$ cat src/rtl/core/ptps_pkg.sv
// Shared types and constants of the priority task scheduler.
// No dependencies; used by the slot cell, the top level and the checker.
package ptps_pkg;

  localparam int SLOTS  = 16;
  localparam int PRIO_W = 2;
  localparam int ID_W   = 16;
  localparam int IDX_W  = $clog2(SLOTS);
  localparam int RANK_W = IDX_W;
  localparam int CNT_W  = $clog2(SLOTS + 1);
  localparam int OCNT_W = 5;

  localparam logic [PRIO_W-1:0] PRIO_RESET = PRIO_W'(1);
  localparam logic [ID_W-1:0]   ID_FIRST   = ID_W'(1);

  typedef enum logic [2:0] {
    ACT_CREATE    = 3'd0,
    ACT_TERMINATE = 3'd1,
    ACT_SUSPEND   = 3'd2,
    ACT_RESUME    = 3'd3,
    ACT_SET_PRIO  = 3'd4,
    ACT_SCHEDULE  = 3'd5,
    ACT_YIELD     = 3'd6,
    ACT_SLEEP     = 3'd7
  } action_t;

  typedef enum logic [1:0] {
    STAT_OK   = 2'd0,
    STAT_BAD  = 2'd1,
    STAT_FULL = 2'd2
  } status_t;

  typedef enum logic [1:0] {
    ST_READY   = 2'd0,
    ST_RUNNING = 2'd1,
    ST_BLOCKED = 2'd2
  } slot_state_t;

  typedef struct packed {
    action_t     action;
    logic [15:0] task_id;
    logic [1:0]  new_priority;
  } in_word_t;

  typedef struct packed {
    status_t     status;
    logic [15:0] result_id;
    logic [4:0]  running_count;
    logic [4:0]  blocked_count;
    logic [4:0]  live_count;
  } out_word_t;

  // Record that walks down the row of slot cells, one cell per cycle.
  typedef struct packed {
    logic              free_ok;
    logic [IDX_W-1:0]  free_idx;
    logic              hit_ok;
    logic [IDX_W-1:0]  hit_idx;
    logic [RANK_W-1:0] hit_rank;
    slot_state_t       hit_state;
    logic              pick_ok;
    logic [IDX_W-1:0]  pick_idx;
    logic [PRIO_W-1:0] pick_prio;
    logic [RANK_W-1:0] pick_rank;
    logic [ID_W-1:0]   pick_id;
    logic              cur_ok;
    logic              cur_run;
    logic [ID_W-1:0]   cur_id;
    logic [CNT_W-1:0]  n_run;
    logic [CNT_W-1:0]  n_blk;
    logic [CNT_W-1:0]  n_live;
  } scan_t;

  // Broadcast from the controller to every cell.
  typedef struct packed {
    action_t           action;
    logic [ID_W-1:0]   task_id;
    logic              cur_valid;
    logic [IDX_W-1:0]  cur_idx;
    logic              create_en;
    logic              kill_en;
    logic              block_en;
    logic              ready_en;
    logic              prio_en;
    logic              sched_en;
    logic [IDX_W-1:0]  tgt_idx;
    logic [RANK_W-1:0] tgt_rank;
    logic [ID_W-1:0]   new_id;
    logic [PRIO_W-1:0] new_prio;
    logic [RANK_W-1:0] new_rank;
    logic              pick_ok;
    logic [IDX_W-1:0]  pick_idx;
  } ctl_t;

endpackage

$ cat src/rtl/core/ptps_cell.sv
// One task slot of the scheduler table and its stage of the search row.
// Depends on ptps_pkg.
module ptps_cell #(
  parameter int INDEX = 0
) (
  input  logic            clk,
  input  logic            rst,
  input  ptps_pkg::ctl_t  ctl,
  input  ptps_pkg::scan_t scan_in,
  output ptps_pkg::scan_t scan_out
);

  localparam int IW = ptps_pkg::IDX_W;
  localparam int RW = ptps_pkg::RANK_W;
  localparam int CW = ptps_pkg::CNT_W;
  localparam logic [IW-1:0] MY_IDX = IW'(INDEX);

  logic                          used;
  logic [ptps_pkg::ID_W-1:0]     id;
  ptps_pkg::slot_state_t         st;
  logic [ptps_pkg::PRIO_W-1:0]   prio;
  logic [RW-1:0]                 rank;

  logic                  is_cur;
  logic                  is_tgt;
  ptps_pkg::slot_state_t st_eff;
  ptps_pkg::slot_state_t st_sched;
  ptps_pkg::scan_t       scan_next;

  // Yield and sleep see the running current task as already ready or blocked.
  always_comb begin
    is_cur = ctl.cur_valid && (ctl.cur_idx == MY_IDX);
    is_tgt = (ctl.tgt_idx == MY_IDX);
    st_eff = st;
    if (is_cur && used && st == ptps_pkg::ST_RUNNING) begin
      if (ctl.action == ptps_pkg::ACT_YIELD) begin
        st_eff = ptps_pkg::ST_READY;
      end else if (ctl.action == ptps_pkg::ACT_SLEEP) begin
        st_eff = ptps_pkg::ST_BLOCKED;
      end
    end
  end

  always_comb begin
    scan_next = scan_in;
    if (!scan_in.free_ok && !used) begin
      scan_next.free_ok  = 1'b1;
      scan_next.free_idx = MY_IDX;
    end
    // Oldest live task wins when ids repeat after a wrap.
    if (used && id == ctl.task_id && (!scan_in.hit_ok || rank < scan_in.hit_rank)) begin
      scan_next.hit_ok    = 1'b1;
      scan_next.hit_idx   = MY_IDX;
      scan_next.hit_rank  = rank;
      scan_next.hit_state = st;
    end
    if (used && st_eff == ptps_pkg::ST_READY &&
        (!scan_in.pick_ok || prio > scan_in.pick_prio ||
         (prio == scan_in.pick_prio && rank < scan_in.pick_rank))) begin
      scan_next.pick_ok   = 1'b1;
      scan_next.pick_idx  = MY_IDX;
      scan_next.pick_prio = prio;
      scan_next.pick_rank = rank;
      scan_next.pick_id   = id;
    end
    if (is_cur) begin
      scan_next.cur_ok  = used;
      scan_next.cur_run = used && st_eff == ptps_pkg::ST_RUNNING;
      scan_next.cur_id  = id;
    end
    scan_next.n_live = scan_in.n_live + CW'(used);
    scan_next.n_run  = scan_in.n_run + CW'(used && st_eff == ptps_pkg::ST_RUNNING);
    scan_next.n_blk  = scan_in.n_blk + CW'(used && st_eff == ptps_pkg::ST_BLOCKED);
  end

  // Picked task runs; a displaced running current task drops back to ready.
  always_comb begin
    if (ctl.pick_ok && ctl.pick_idx == MY_IDX) begin
      st_sched = ptps_pkg::ST_RUNNING;
    end else if (ctl.pick_ok && is_cur && st_eff == ptps_pkg::ST_RUNNING) begin
      st_sched = ptps_pkg::ST_READY;
    end else begin
      st_sched = st_eff;
    end
  end

  always_ff @(posedge clk) begin
    if (rst) begin
      used <= 1'b0;
    end else if (ctl.create_en && is_tgt) begin
      used <= 1'b1;
    end else if (ctl.kill_en && is_tgt) begin
      used <= 1'b0;
    end
  end

  always_ff @(posedge clk) begin
    scan_out <= scan_next;
    if (ctl.create_en && is_tgt) begin
      id   <= ctl.new_id;
      st   <= ptps_pkg::ST_READY;
      prio <= ctl.new_prio;
      rank <= ctl.new_rank;
    end
    // Close up the ranks of younger tasks.
    if (ctl.kill_en && used && rank > ctl.tgt_rank) begin
      rank <= rank - RW'(1);
    end
    if (ctl.block_en && is_tgt) begin
      st <= ptps_pkg::ST_BLOCKED;
    end
    if (ctl.ready_en && is_tgt) begin
      st <= ptps_pkg::ST_READY;
    end
    if (ctl.prio_en && is_tgt) begin
      prio <= ctl.new_prio;
    end
    if (ctl.sched_en) begin
      st <= st_sched;
    end
  end

endmodule

$ cat src/rtl/core/process_table_priority_scheduler.sv
// Top level of the priority task scheduler: controller plus a row of slot cells.
// Depends on ptps_pkg and ptps_cell.
// A word is taken only while the block is idle. The search record then walks the row of slot
// cells (free slot, id lookup, schedule pick and state counts all gathered in that one walk), and
// the apply state commits the table update and loads the output register with the result in
// the same cycle, after which the block returns to idle.
// The input is stalled while a word is in progress. A finished result waits in the output
// register without holding up acceptance of the next word, but that word's commit cycle
// waits until the output register is free. The default priority register may be written at
// any time the block is idle and resets to 1.
module process_table_priority_scheduler (
  input  logic                clk,
  input  logic                rst,
  input  logic                in_valid,
  output logic                in_stall,
  input  ptps_pkg::in_word_t  in_data,
  output logic                out_valid,
  input  logic                out_stall,
  output ptps_pkg::out_word_t out_data,
  input  logic                cfg_wr_en,
  input  logic [1:0]          cfg_wr_data
);

  localparam int N  = ptps_pkg::SLOTS;
  localparam int IW = ptps_pkg::IDX_W;
  localparam int RW = ptps_pkg::RANK_W;
  localparam int CW = ptps_pkg::CNT_W;
  localparam int OW = ptps_pkg::OCNT_W;
  localparam int PW = ptps_pkg::PRIO_W;
  localparam int DW = ptps_pkg::ID_W;

  typedef enum logic [1:0] {
    S_IDLE,
    S_SCAN,
    S_APPLY
  } state_t;

  state_t             state;
  logic [IW-1:0]      scan_cnt;
  ptps_pkg::in_word_t req;
  logic               cur_valid;
  logic [IW-1:0]      cur_idx;
  logic [DW-1:0]      next_id;
  logic [PW-1:0]      dflt_prio;

  ptps_pkg::scan_t    chain [N+1];
  ptps_pkg::scan_t    t;
  ptps_pkg::ctl_t     ctl;

  logic                 out_free;
  logic                 go;
  ptps_pkg::status_t    status_v;
  logic                 create_ok, kill_ok, block_ok, ready_ok, prio_ok, sched_op;
  logic [IW-1:0]        tgt_idx;
  logic [PW-1:0]        new_prio;
  logic [CW-1:0]        run_v, blk_v, live_v;
  logic                 cur_valid_v;
  logic [IW-1:0]        cur_idx_v;
  logic [DW-1:0]        rid_v;
  logic [DW-1:0]        nid_inc;

  assign chain[0] = '0;
  assign t        = chain[N];
  assign in_stall = (state != S_IDLE);
  assign out_free = !out_valid || !out_stall;
  assign go       = (state == S_APPLY) && out_free;

  for (genvar g = 0; g < N; g++) begin : g_cell
    ptps_cell #(
      .INDEX (g)
    ) u_cell (
      .clk      (clk),
      .rst      (rst),
      .ctl      (ctl),
      .scan_in  (chain[g]),
      .scan_out (chain[g+1])
    );
  end

  always_comb begin
    nid_inc = next_id + DW'(1);
    if (nid_inc == '0) begin
      nid_inc = ptps_pkg::ID_FIRST;
    end
  end

  // Work out the outcome from the record that left the last cell.
  always_comb begin
    status_v    = ptps_pkg::STAT_OK;
    create_ok   = 1'b0;
    kill_ok     = 1'b0;
    block_ok    = 1'b0;
    ready_ok    = 1'b0;
    prio_ok     = 1'b0;
    sched_op    = 1'b0;
    tgt_idx     = t.hit_idx;
    new_prio    = dflt_prio;
    run_v       = t.n_run;
    blk_v       = t.n_blk;
    live_v      = t.n_live;
    cur_valid_v = cur_valid;
    cur_idx_v   = cur_idx;
    unique case (req.action) inside
      ptps_pkg::ACT_CREATE: begin
        if (t.free_ok) begin
          create_ok = 1'b1;
          tgt_idx   = t.free_idx;
          live_v    = t.n_live + CW'(1);
        end else begin
          status_v = ptps_pkg::STAT_FULL;
        end
      end
      ptps_pkg::ACT_TERMINATE: begin
        if (t.hit_ok) begin
          kill_ok = 1'b1;
          live_v  = t.n_live - CW'(1);
          if (t.hit_state == ptps_pkg::ST_RUNNING) begin
            run_v = t.n_run - CW'(1);
          end
          if (t.hit_state == ptps_pkg::ST_BLOCKED) begin
            blk_v = t.n_blk - CW'(1);
          end
          if (cur_valid && cur_idx == t.hit_idx) begin
            cur_valid_v = 1'b0;
          end
        end else begin
          status_v = ptps_pkg::STAT_BAD;
        end
      end
      ptps_pkg::ACT_SUSPEND: begin
        if (t.hit_ok && t.hit_state == ptps_pkg::ST_RUNNING) begin
          block_ok = 1'b1;
          run_v    = t.n_run - CW'(1);
          blk_v    = t.n_blk + CW'(1);
          if (cur_valid && cur_idx == t.hit_idx) begin
            cur_valid_v = 1'b0;
          end
        end else begin
          status_v = ptps_pkg::STAT_BAD;
        end
      end
      ptps_pkg::ACT_RESUME: begin
        if (t.hit_ok && t.hit_state == ptps_pkg::ST_BLOCKED) begin
          ready_ok = 1'b1;
          blk_v    = t.n_blk - CW'(1);
        end else begin
          status_v = ptps_pkg::STAT_BAD;
        end
      end
      ptps_pkg::ACT_SET_PRIO: begin
        new_prio = req.new_priority[PW-1:0];
        if (t.hit_ok) begin
          prio_ok = 1'b1;
        end else begin
          status_v = ptps_pkg::STAT_BAD;
        end
      end
      ptps_pkg::ACT_SCHEDULE, ptps_pkg::ACT_YIELD, ptps_pkg::ACT_SLEEP: begin
        sched_op = 1'b1;
        if (req.action == ptps_pkg::ACT_SLEEP) begin
          cur_valid_v = 1'b0;
        end
        if (t.pick_ok) begin
          // A displaced running task cancels the one that starts running.
          if (!t.cur_run) begin
            run_v = t.n_run + CW'(1);
          end
          cur_valid_v = 1'b1;
          cur_idx_v   = t.pick_idx;
        end
      end
    endcase

    if (create_ok) begin
      rid_v = next_id;
    end else if (status_v == ptps_pkg::STAT_FULL) begin
      rid_v = '0;
    end else if (sched_op && t.pick_ok) begin
      rid_v = t.pick_id;
    end else if (cur_valid_v && t.cur_ok) begin
      rid_v = t.cur_id;
    end else begin
      rid_v = '0;
    end
  end

  always_comb begin
    ctl.action    = req.action;
    ctl.task_id   = req.task_id;
    ctl.cur_valid = cur_valid;
    ctl.cur_idx   = cur_idx;
    ctl.create_en = go && create_ok;
    ctl.kill_en   = go && kill_ok;
    ctl.block_en  = go && block_ok;
    ctl.ready_en  = go && ready_ok;
    ctl.prio_en   = go && prio_ok;
    ctl.sched_en  = go && sched_op;
    ctl.tgt_idx   = tgt_idx;
    ctl.tgt_rank  = t.hit_rank;
    ctl.new_id    = next_id;
    ctl.new_prio  = new_prio;
    ctl.new_rank  = RW'(t.n_live);
    ctl.pick_ok   = t.pick_ok;
    ctl.pick_idx  = t.pick_idx;
  end

  always_ff @(posedge clk) begin
    if (rst) begin
      state     <= S_IDLE;
      scan_cnt  <= '0;
      cur_valid <= 1'b0;
      cur_idx   <= '0;
      next_id   <= ptps_pkg::ID_FIRST;
      dflt_prio <= ptps_pkg::PRIO_RESET;
      out_valid <= 1'b0;
    end else begin
      if (cfg_wr_en) begin
        dflt_prio <= cfg_wr_data[PW-1:0];
      end
      if (out_valid && !out_stall && !go) begin
        out_valid <= 1'b0;
      end
      unique case (state)
        S_IDLE: begin
          if (in_valid) begin
            req      <= in_data;
            scan_cnt <= '0;
            state    <= S_SCAN;
          end
        end
        S_SCAN: begin
          // Hold until the record has passed the last cell.
          if (scan_cnt == IW'(N - 1)) begin
            state <= S_APPLY;
          end else begin
            scan_cnt <= scan_cnt + IW'(1);
          end
        end
        S_APPLY: begin
          if (out_free) begin
            out_valid              <= 1'b1;
            out_data.status        <= status_v;
            out_data.result_id     <= rid_v;
            out_data.running_count <= OW'(run_v);
            out_data.blocked_count <= OW'(blk_v);
            out_data.live_count    <= OW'(live_v);
            cur_valid              <= cur_valid_v;
            cur_idx                <= cur_idx_v;
            if (create_ok) begin
              next_id <= nid_inc;
            end
            state <= S_IDLE;
          end
        end
        default: begin
          state <= S_IDLE;
        end
      endcase
    end
  end

endmodule

$ cat config.mk
export PLATFORM = sky130hd
export DESIGN_NAME = process_table_priority_scheduler
export DESIGN_NICKNAME = d
export VERILOG_FILES = /design/src/rtl/core/ptps_pkg.sv /design/src/rtl/core/ptps_cell.sv /design/src/rtl/core/process_table_priority_scheduler.sv
export SDC_FILE = /design/constraint.sdc
export NUM_CORES = 2
export LEC_CHECK = 0
export ABC_AREA = 1
export BUFFER_PORTS_ARGS = -buffer_cell sky130_fd_sc_hd__buf_2
export CAP_MARGIN = 10
export CORE_UTILIZATION = 65
export DETAILED_ROUTE_END_ITERATION = 10
export PLACE_DENSITY = 0.82
export SYNTH_ARGS = -nofsm -noshare
export SYNTH_HDL_FRONTEND = slang
export SYNTH_SLANG_ARGS = --single-unit
$ cat constraint.sdc
create_clock -name clk -period 5.6 [get_ports clk]
set_input_delay 1.12 -clock clk [delete_from_list [all_inputs] [get_ports clk]]
set_output_delay 1.12 -clock clk [all_outputs]
set_load 0.01 [all_outputs]
* Word-level counts from Yosys, hierarchy flattened
Cells that the tools add are included.
** Storage, ports and cells
- Bits in registers :: 1682
- Bits of input ports :: 28
- Output and inout bits :: 35
- Logic and storage cells :: 1531
** Cells by class
- Add/sub/neg operators :: 69
- $lt $le $gt $ge :: 61
- Equal/unequal tests :: 142
- Mux-type cells :: 341
- Bitwise logic cells :: 1
- Reduce and logical (&&, ||, !) cells :: 552
** Operators by type and width (number)
- $mux 2 :: 181
- $logic_and 1x1->1 :: 346
- $mux 22 :: 14
- $mux 18 :: 15
- $eq 16x16->1 :: 16
- $add 5x1->5 :: 42
- $mux 4 :: 36
- $lt 4x4->1 :: 30
- $eq 4x4->1 const B :: 25
- $reduce_bool 2->1 :: 50
- $mux 16 :: 6
- $mux 6 :: 15
- $eq 2x1->1 const B :: 34
- $gt 4x4->1 :: 16
- $reduce_bool 4->1 :: 16
- $sub 4x1->4 const B :: 16
- $logic_not 1->1 :: 63
- $mux 5 :: 12
- $mux 1 :: 53
- $eq 4x3->1 const B :: 12
- $logic_or 1x1->1 :: 46
- $eq 2x2->1 const B :: 19
- $logic_not 2->1 :: 17
- $eq 2x2->1 :: 15
- other kinds (30) :: 71

* Longest topological paths before layout
- Depth after elaboration :: 10
- Depth in mapped cells :: 14
- Depth with buffers taken out :: 14

* Hierarchy
Synthesis repeated with hierarchy kept, for this count alone.
** Second synthesis, totals
- Cells, all modules :: 8612
- Area, all modules :: 72792.3 um^2
** Modules (own cells, without submodules)
- ptps_cell at g_cell[10].u_cell ... :: times used 3, cells an instance 518, area each 4311.6 um^2, sequential area each 2262.2 um^2
- ptps_cell at g_cell[4].u_cell ... :: times used 2, cells an instance 494, area each 4255.3 um^2, sequential area each 2262.2 um^2
- ptps_cell at g_cell[13].u_cell ... :: times used 2, cells an instance 502, area each 4241.6 um^2, sequential area each 2262.2 um^2
- ptps_cell at g_cell[1].u_cell ... :: times used 2, cells an instance 496, area each 4225.3 um^2, sequential area each 2262.2 um^2
- ptps_cell at g_cell[11].u_cell ... :: times used 2, cells an instance 478, area each 4189.0 um^2, sequential area each 2262.2 um^2
- process_table_priority_scheduler :: times used 1, cells an instance 606, area each 4747.1 um^2, sequential area each 2222.1 um^2
- ptps_cell at g_cell[9].u_cell :: times used 1, cells an instance 527, area each 4335.4 um^2, sequential area each 2262.2 um^2
- ptps_cell at g_cell[12].u_cell :: times used 1, cells an instance 521, area each 4327.9 um^2, sequential area each 2262.2 um^2
- ptps_cell at g_cell[3].u_cell :: times used 1, cells an instance 515, area each 4284.1 um^2, sequential area each 2262.2 um^2
- ptps_cell at g_cell[0].u_cell :: times used 1, cells an instance 482, area each 4181.5 um^2, sequential area each 2262.2 um^2
- ptps_cell at g_cell[15].u_cell :: times used 1, cells an instance 467, area each 4159.0 um^2, sequential area each 2262.2 um^2

* Worst setup path after synthesis
Ideal clock, no wire load.
- Kind :: in2reg
- From :: in rst
- To :: reg out_data[0] (netlist name), enable pin
- Setup time :: 0.423 ns
- Arrival :: 2.939 ns
- Data required time :: 5.177 ns
- Slack :: 2.238 ns
- Cell stages on the path :: 3
- Buffers on the path :: 2
- Cell sequence :: clkbuf_1 -> buf_1 -> nor2_1
** Between the ends
- Longest elaborated chain between the ends :: 2
** RTL lines
- start, declared :: line process_table_priority_scheduler.sv:13 : input logic rst,
- $not 1->1 (no source line)
- $reduce_and 3->1 (no source line)
- end, declared :: line process_table_priority_scheduler.sv:19 : output ptps_pkg::out_word_t out_data,
No other way between the ends.
A chain may end at the register's enable or synchronous reset.

* Worst setup path after layout
- From :: reg req, in the netlist ctl[62]
- To :: reg g_cell[6].u_cell.id[12] (netlist name), enable pin
** Between the ends
- Longest elaborated chain between the ends :: 4
- Elaborated cells on any way between the ends :: 6
- Classes of those cells :: eq/ne: 1; mux: 2; reduce/logical: 3
** RTL lines
- start, declared :: line process_table_priority_scheduler.sv:40 : ptps_pkg::in_word_t req;
- start signal, assigned :: line process_table_priority_scheduler.sv:226 : req <= in_data;
- $logic_not 3->1 (no source line) *
- $mux 4 / $mux 1 (equally long branches) :: line process_table_priority_scheduler.sv:103 : unique case (req.action) inside
- $eq 4x3->1 / $logic_and 1x1->1 (equally long branches) :: line ptps_cell.sv:33, process_table_priority_scheduler.sv:192
- $logic_and 1x1->1 * :: line ptps_cell.sv:99 : if (ctl.create_en && is_tgt) begin
- end signal, assigned :: line ptps_cell.sv:100 : id <= ctl.new_id;
- end, declared :: line ptps_cell.sv:19 : logic [ptps_pkg::ID_W-1:0] id;
Mark *: on every way between the ends. The rest lies on a longest branch, timed or not.

==> results.md <==
- CTS tree: yes
- CTS H-tree depth: 4
- Initial antenna violation count: 4
- Die area: 99600 um^2
- CP Class: register to register
- Footprint of the multi-input gates: 22900 um^2
- Critical Path AT: 4.23 ns
- Nets@finish: 7382
- Sink Count: 1619
- DRT Pass-1 Iters: 11
- Critical Path Stages: 11
- Min cycle time layout: 3.84 ns
- First-pass GRT wire length: 266000 um
- Via Count: 48170
- Most frequent cell on the critical path: nand2_1
- Crit path max-delay family: simple AND/OR/NAND/NOR gates
- Worst-Margin Slew: 1.25 ns
- Endpoints failing setup: 0
- Hold depth: 1
- Synth Register Bits: 1619
- Startpoint Class: register
- RSZ-0062 raised after global routing: no
- Async set-reset flop share out of synthesis: 0
- Cts bufs inserted: 157
- Syn_nets: 7297
- Slew margin rel.: 0.169
- Fin. Hold Viols: 0
- Detail Route Antenna Nets: 0
- Die height: 316 um
- Pint: 18.4 mW
- Critical-path top delay cell: inv_1
- Vias in the first global route: 47408
- Sw Ratio: 0.207
- Flop pwr share: 0.521
- Wire length per cell: 20.7 um
- Overall Power: 23.3 mW
- Resized cells post-CTS: 0
- Starting density of the core: 0.659
- Top cell type's share of synthesized area: 0.370
- CP max FO: 24
- HP Class: register to register
- Status: finished with violations
- CP cell instances: nor2_2 > nand3_2 > inv_2 > nand2_1 > o21ai_1 > inv_1 > nor2_1 > nand2_1 > clkinv_1 > nand2_1 > inv_1
- Max VDD drop: 0.368 mV
- Failing checks: DRC
- Number of flops mapped to enable cells by yosys: 438
- YS warnings: 0
- Number of DRC markers in iteration 0: 5338
- Tcrit/Tclk final: 0.685
- Port buffer count: 62
- Max cap viols: 0
- Post-CTS setup buffers: 0
- Clk buf depth: 3
- Clock Latency Late Sink: 0.79 ns
- R2R setup slack: 1.76 ns
- Area contributors post-synth: dfxtp_1, edfxtp_1, nand2_1
- Area growth from synthesis to layout: 10.6%
- Die W: 316 um
- Netlist cell types: 62
- Detailed Route WL: 175000 um
- Root buffer cell: clkbuf_16
- Seq/Total Area, Yosys: 0.576
- Cell taking the most area after synthesis: dfxtp_1
- GRT Total Usage: 0.353
- Pleak: 30.9 nW
- Mapped cell area: 63900 um^2
- Residual DRC: 4
- Area taken by flip-flops and latches: 36800 um^2
- Io pins: 63
- Worst path bufs/invs: 4
- Critical path's largest stage delay: 0.67 ns
- Row count: 114
- Vias per inst: 5.69
- Fill cells: 7032
- Pwr per Cell Area: 329 nW/um^2
- Main synth FF type: dfxtp_1
- Post-cts hold buffer count: 0
- Clock power frac: 0.461
- Slew Limit Fails: 0
- Cells on worst reg2reg path: 11
- CP Capture Type: register
- Post-detail-place hpwl: 127000 um
- FMAX: 0.261 GHz
- Core Region: 97000 um^2
- Largest net degree at the start of global routing: 48
- Final Skew: 0.0283 ns
- CTS clk-pin slew, worst paths: 0.06 ns
- Layout cell share with drive strength beyond 1: 0.0750
- Fin Setup TNS: 0 ns
- Gp weighted congestion: 1.02
- Gr ovfl total: 0
- Worst Path Required: 5.99 ns
- Net Switching: 4.82 mW
- Syn_area_per_cell: 9.17 um^2
- Post-Synthesis Cells: 6974
- Combinational share of power: 0.018
-- Yosys cell counts, drive strengths merged, types with 3 or more instances --
library cell     n
o21bai          16
nor3            58
xnor2          125
nand3          263
and2             3
xor2           109
mux2i            4
o31ai           30
buf            106
nand3b           7
or2             47
a21oi          163
edfxtp         438
nand2         1802
o221ai           5
dfxtp         1181
a31o             3
o2111ai          8
nor3b            5
clkinv          13
o22ai           54
o211ai          22
a21boi          12
o21ai          633
a21o             8
nor4            11
inv            857
and3             4
nor2           423
nand4          129
a31oi           11
a211oi          12
clkbuf          98
ha             295
a221oi           3
mux2             8
-- per-layer routing --
layer / vias up / GRT usage / wire length, um
met3: 619 / 0.0727 / 17900
met5: - / 0 / 12
met1: 22171 / 0.413 / 63200
met4: 2 / 0.217 / 11300
li1: 22836 / - / -
met2: 2542 / 0.596 / 83100
-- final cells by class --
class	instances	share of cell area
Timing Repair Buffer	130	0.0116
Multi-Input combinational cell	4281	0.324
Tap cell	1276	0.0226
Clock buffer	228	0.0657
Antenna cell	1	0.0000354
Inverter	870	0.0462
Sequential cell	1619	0.520
Clock inverter	63	0.00964
-- registers in the layout, indices dropped and copies added, names as in the netlist --
register	flops
ctl	19
cur_valid	1
cur_idx	4
req	2
scan_cnt	4
g_cell.u_cell.st	32
g_cell.u_cell.rank	64
out_data	33
g_cell.u_cell.prio	32
g_cell.u_cell.scan_out	1135
dflt_prio	2
g_cell.u_cell.id	256
state	2
next_id	16
out_valid	1
g_cell.u_cell.used	16
-- power groups by stage --
stage               clock network (mW)  registers, mW  logic, mW
detailed placement                   0           12.4      0.396
floorplan                            0           12.3      0.232
global placement                     0           12.4      0.389
CTS                               10.8           12.1      0.400
finish                            10.7           12.1      0.419
global route                      11.3           12.1      0.441
-- worst paths after layout --
| kind | from | end |
|---|---|---|
| setup / recovery | ctl[62] | g_cell[6].u_cell.id[12] |
| hold / removal | g_cell[0].u_cell.scan_out[75] | g_cell[1].u_cell.scan_out[71] |
| setup reg to reg | ctl[62] | g_cell[6].u_cell.id[12] |
| hold reg to reg | g_cell[0].u_cell.scan_out[75] | g_cell[1].u_cell.scan_out[71] |
-- kinds of logic (layout without fill, tap and decap cells) --
family                     count (synthesis)  in the layout  share of synthesized area
DFF                                     1619           1619                      0.576
xor gates and xnor gates                 234            234                     0.0321
muxes                                     12             12                    0.00204
AOI/OAI and AO/OA                        986            986                     0.0855
other                                      0              1                          0
buffers and inverters                   1074           1291                     0.0662
adders and majority gates                295            295                     0.0577
and+or+nand+nor                         2754           2754                      0.181
-- placed cells by master (no fill, tap or decap), types with 11 or more instances in the layout --
| cell type | count |
|---|---|
| o22ai_1 | 54 |
| ha_1 | 295 |
| o211ai_1 | 22 |
| nor2_1 | 395 |
| clkbuf_1 | 36 |
| dfxtp_1 | 1179 |
| nand2_2 | 17 |
| nor2_2 | 12 |
| clkbuf_16 | 166 |
| inv_2 | 27 |
| nand3_1 | 256 |
| buf_4 | 68 |
| o21ai_1 | 151 |
| a31oi_1 | 11 |
| buf_2 | 62 |
| xnor2_1 | 125 |
| xor2_1 | 109 |
| clkinv_2 | 25 |
| edfxtp_1 | 438 |
| or2_2 | 45 |
| a21boi_0 | 12 |
| o21ai_0 | 477 |
| a21oi_1 | 163 |
| inv_1 | 830 |
| clkbuf_8 | 26 |
| nand2_1 | 1782 |
| o21bai_1 | 16 |
| a211oi_1 | 12 |
| o31ai_1 | 21 |
| nor2_4 | 16 |
| clkinv_1 | 23 |
| nor3_1 | 55 |
| nand4_1 | 128 |
-- per-stage QoR --
stage | instances | instance area, um^2 | hold WS [ns] | utilization | setup slack [ns]
6_report | 8468 | 70700 | 0.394 | 0.729 | 1.76
5_1_grt | 8467 | 70700 | 0.400 | 0.729 | 1.58
4_1_cts | 8467 | 70700 | 0.396 | 0.729 | 1.98
3_5_place_dp | 8176 | 65400 | 0.387 | 0.674 | 1.56
3_3_place_gp | 8176 | 65400 | 0.383 | 0.674 | 1.65
2_1_floorplan | 6974 | 63900 | 0.379 | - | 2.24
Note: power is estimated with default switching activity, not from simulation.
